==> src/hw/rtl/triangle_plane_height_defines.svh <==
// Assertion macros for the triangle plane height RTL.
`ifndef TRIANGLE_PLANE_HEIGHT_DEFINES_SVH
`define TRIANGLE_PLANE_HEIGHT_DEFINES_SVH

// The condition must never hold while out of reset.
`define TPH_ASSERT_NEVER(label, cond, msg) \
    label: assert property (@(posedge clk) disable iff (!rst_n) !(cond)) else $error(msg);

// The consequent must hold in the same cycle as the antecedent.
`define TPH_ASSERT_IMPL(label, ante, cons, msg) \
    label: assert property (@(posedge clk) disable iff (!rst_n) (ante) |-> (cons)) \
        else $error(msg);

// The consequent must hold in the cycle after the antecedent.
`define TPH_ASSERT_NEXT(label, ante, cons, msg) \
    label: assert property (@(posedge clk) disable iff (!rst_n) (ante) |=> (cons)) \
        else $error(msg);

`endif

==> src/hw/rtl/tph_pkg.sv <==
// Shared codes and types for the triangle plane height block.
package tph_pkg;

    typedef enum logic [1:0] {
        FUNC_Y    = 2'd0,
        FUNC_Z    = 2'd1,
        FUNC_X    = 2'd2,
        FUNC_NONE = 2'd3
    } func_t;

    typedef enum logic [1:0] {
        ST_OK    = 2'd0,
        ST_DEGEN = 2'd1,
        ST_SAT   = 2'd2
    } status_t;

    typedef struct packed {
        logic full;
        logic empty;
    } q_flags_t;

endpackage

==> src/hw/rtl/tph_queue.sv <==
// Small register queue between the front and back pipelines.
module tph_queue #(
    parameter int WIDTH = 8,
    parameter int DEPTH = 4
) (
    input  logic                clk,
    input  logic                rst_n,
    input  logic                wr_en,
    input  logic [WIDTH-1:0]    wr_data,
    input  logic                rd_en,
    output logic [WIDTH-1:0]    rd_data,
    output tph_pkg::q_flags_t   flags
);
    localparam int AW = (DEPTH > 1) ? $clog2(DEPTH) : 1;
    localparam int CW = $clog2(DEPTH + 1);
    localparam logic [AW-1:0] LAST = AW'(DEPTH - 1);

    logic [WIDTH-1:0] mem_reg [DEPTH];
    logic [AW-1:0]    wp_reg, rp_reg;
    logic [CW-1:0]    cnt_reg;
    logic             do_wr, do_rd;

    assign do_wr = wr_en && (cnt_reg != CW'(DEPTH));
    assign do_rd = rd_en && (cnt_reg != '0);

    always_ff @(posedge clk or negedge rst_n)
    begin
        if (!rst_n)
        begin
            wp_reg  <= '0;
            rp_reg  <= '0;
            cnt_reg <= '0;
        end
        else
        begin
            if (do_wr)
            begin
                wp_reg <= (wp_reg == LAST) ? '0 : wp_reg + AW'(1);
            end
            if (do_rd)
            begin
                rp_reg <= (rp_reg == LAST) ? '0 : rp_reg + AW'(1);
            end
            if (do_wr && !do_rd)
            begin
                cnt_reg <= cnt_reg + CW'(1);
            end
            else if (do_rd && !do_wr)
            begin
                cnt_reg <= cnt_reg - CW'(1);
            end
        end
    end

    always_ff @(posedge clk)
    begin
        if (do_wr)
        begin
            mem_reg[wp_reg] <= wr_data;
        end
    end

    assign rd_data     = mem_reg[rp_reg];
    assign flags.full  = (cnt_reg == CW'(DEPTH));
    assign flags.empty = (cnt_reg == '0);

endmodule

==> config.mk <==
export PLATFORM = sky130hd
export DESIGN_NAME = tph_queue
export DESIGN_NICKNAME = d
export VERILOG_FILES = /design/src/hw/rtl/triangle_plane_height_defines.svh /design/src/hw/rtl/tph_pkg.sv /design/src/hw/rtl/tph_queue.sv
export SDC_FILE = /design/constraint.sdc
export NUM_CORES = 1
export LEC_CHECK = 0
export ABC_AREA = 0
export CAP_MARGIN = 20
export CORE_UTILIZATION = 40
export DETAILED_ROUTE_END_ITERATION = 10
export DONT_BUFFER_PORTS = 1
export SLEW_MARGIN = 20
export SYNTH_ARGS = -nofsm -noshare
export SYNTH_HDL_FRONTEND = slang
export SYNTH_SLANG_ARGS = --single-unit
==> constraint.sdc <==
create_clock -name clk -period 4.2 [get_ports clk]
set_clock_uncertainty 0.2 [all_clocks]
set_input_delay 0.42 -clock clk [delete_from_list [all_inputs] [get_ports clk]]
set_output_delay 0.42 -clock clk [all_outputs]
set_load 0.02 [all_outputs]
==> qor.yml <==
global_route:
  global_route_wire_length_before_repair_um: 3880
  global_route.usage.total_pct: 13.2
  overflow: 0
  grt_start_max_net_pins: 12
  vias_in_the_first_global_route: 791
  antenna_found_initial: 0
setup_path:
  critical_path.most_common_cell: "xor2_1"
  path_cells: "nor3_1 > nand2b_4 > ha_1 > inv_1 > fa_1 > xor2_1 > nor2_1 > xor2_1"
  worst-endpoint-arrival_ns: 2.65
  critical_path.top_delay_family: "simple AND/OR/NAND/NOR gates"
  worst_r2r_startpoint: "cnt_reg[0]"
  cp_slowest_stage_delay_ns: 0.62
  reg2reg_setup_slack_ns: 1.56
  r2r_cells: 8
  worst_setup_path_start_kind: "flip-flop"
  end_kind: "flip-flop"
  highest_delay_cell_along_the_critical_path: "nor3_1"
  worstPathMaxFanout: 4
  worstPathRequired_ns: 4.21
  cp.buffers_inverters: 1
  rr_endpoint: "cnt_reg[2]"
  path_class: "reg2reg"
sta:
  final.setup.tns_ns: 0
  worst_pin_slew_ns: 0.715
  fmax_mhz: 379
  finalSetupViolations: 0
  relSlewSlack_pct: 52.0
  post-route-period-util_pct: 62.8
  min_period_ns: 2.64
  grt_setup_unrepaired: "false"
  report.final.slew_viol_count: 0
  timing.final.hold_violations: 0
  setup_ws_ns: 1.56
die:
  initial_core_util_pct: 43.0
  die-height_um: 65.6
  boundaryPins: 22
  rows: 22
  fp.dieW_um: 65.6
  design.die.area_mm2: 0.00431
  design.core.area_mm2: 0.00377
logic_synthesis:
  synth-async-reset-ratio_pct: 17.9
  netlist-cell-type-count: 19
  synthesis.nets: 98
  number_of_enable_type_register_cells_in_the_synthesized_netlist: 32
  synth.ff_latch_count: 39
  synth-seq-area-share_pct: 70.1
  synthesis.area_mm2: 0.00162
  synthesis.area_per_instance_um2: 20.5
  synth-main-ff-cell: "edfxtp_1"
  netlist_instances: 79
  synthesis_warning_total: 0
clock_tree:
  cts_made_buffers: 5
  clock-root-buffer: "clkbuf_8"
  clock_path_buffers: 2
  cts_resized: 0
  worstSkewPairLatency_ns: 0.28
  clk_pin_slew_worst_paths_ns: 0.07
  numClockSinks: 39
  tritoncts_clock_tree: "built"
  ctsHtreeMaxLevel: 2
placed_design:
  hpwl_um: 1520
  gp_routability_congestion: 0.666
  place_worst_setup_slack_ns: 1.54
  detailed_place.area_mm2: 0.00166
  buffer_ports.inserted: 0
finish:
  fillers: 327
  syn_to_final_growth_pct: 8.11
  finish.net_count: 103
  largest_register_ff_count: 32
  mostFrequentLayoutCell: "edfxtp_1"
  layout.cells.most_common_list: "edfxtp_1, mux4_2, dfrtp_1"
  drive_above_1_share_pct: 30.6
  n_antenna_cell: 0
  regArea_mm2: 0.00114
  multiInputGateArea_um2: 453
  postLayoutCellArea_mm2: 0.00175
outcome:
  outcome: "complete, no violations"
pwr:
  design_power_total_uw: 1240
  ir_drop_mv: 0.355
  power.static_leakage_uw: 0.000615
  power.density_cell_area_mw_per_mm2: 706
min_path:
  hold_class: "in2reg"
  timing.hold.worst_endpoint: "mem_reg[1][6]"
  min-delay-start: "wr_data[6]"
  worst_hold_path.num_cells: 0
detailed_routing:
  postRouteAntennaNets: 0
  via_count: 679
  finalWirelength_um: 2230
  drt_pre_antenna_iters: 2
  post-route-drc-count: 0
  wire_per_inst_um: 16.8
  drt_iter0_drc: 19
  drt-vias-per-instance: 5.11
flow_run:
  max_cap_viols: 0
## kinds of logic (layout without fill, tap and decap cells)
kind of cell | Yosys count | in the layout | share of synthesized area, %
fa+ha+maj | 7 | 7 | 5.87
mux | 13 | 13 | 15.1
flops | 39 | 39 | 70.1
buf+inv | 6 | 12 | 1.93
simple gates | 11 | 11 | 5.41
xor+xnor | 3 | 3 | 1.62
## worst max path at each step
stage | startpoint | endpoint | slack, ns | cells after the start
after floorplan | cnt_reg[0] | cnt_reg[2] | 1.69 | 8
after global placement | cnt_reg[0] | cnt_reg[2] | 1.61 | 8
after detailed placement | cnt_reg[0] | cnt_reg[2] | 1.54 | 8
after CTS | cnt_reg[0] | cnt_reg[2] | 1.52 | 8
after global routing | cnt_reg[0] | cnt_reg[2] | 1.32 | 8
final | cnt_reg[0] | cnt_reg[2] | 1.56 | 8
## final cells by class
type | count | share of cell area, %
clock inverter | 1 | 0.286
multi-input combinational | 34 | 25.9
clock buffer | 7 | 4.36
tap | 48 | 3.43
inverter | 3 | 0.643
sequential | 39 | 64.9
timing repair buffer | 1 | 0.571
## per-layer routing
metal / track usage (%) / vias up / routed length, um
met5: 0 / - / 0
met4: 5.71 / 0 / 40
met3: 5.90 / 6 / 143
met2: 20.9 / 15 / 1100
met1: 15.3 / 349 / 950
li1: - / 309 / -
## cells in the mapped netlist, types with 2 or more instances
cell      count  share of area [%]
nor2_1        3               0.69
and2_2        4                1.9
mux4_2        8                 11
ha_1          6                4.6
xor2_1        2                1.1
mux2_2        3                2.1
inv_1         3               0.69
dfrtp_1       7                 11
edfxtp_1     32                 59
mux2_4        2                1.9
## metrics by stage
| step | hold WS (ns) | std cells | utilization, % |
|---|---|---|---|
| floorplan | -0.0756 | 79 | - |
| CTS | 0.0177 | 133 | 46.4 |
| finish | 0.0291 | 133 | 46.4 |
| detailed placement | -0.0754 | 124 | 44.0 |
| global route | 0.0100 | 133 | 46.4 |
| global placement | -0.0754 | 124 | 44.0 |
## power by group
part           switching (uW)  leakage (uW)  internal (uW)
logic                     200      0.000197            189
registers                92.9      0.000375            524
clock network             115     0.0000422            116
## what timing repair did
item                                   CTS  global route
endpoints found under the hold margin    7             0
buffers inserted                         0             0
hold buffers                             1             0
Note: power is estimated with default switching activity, not from simulation.
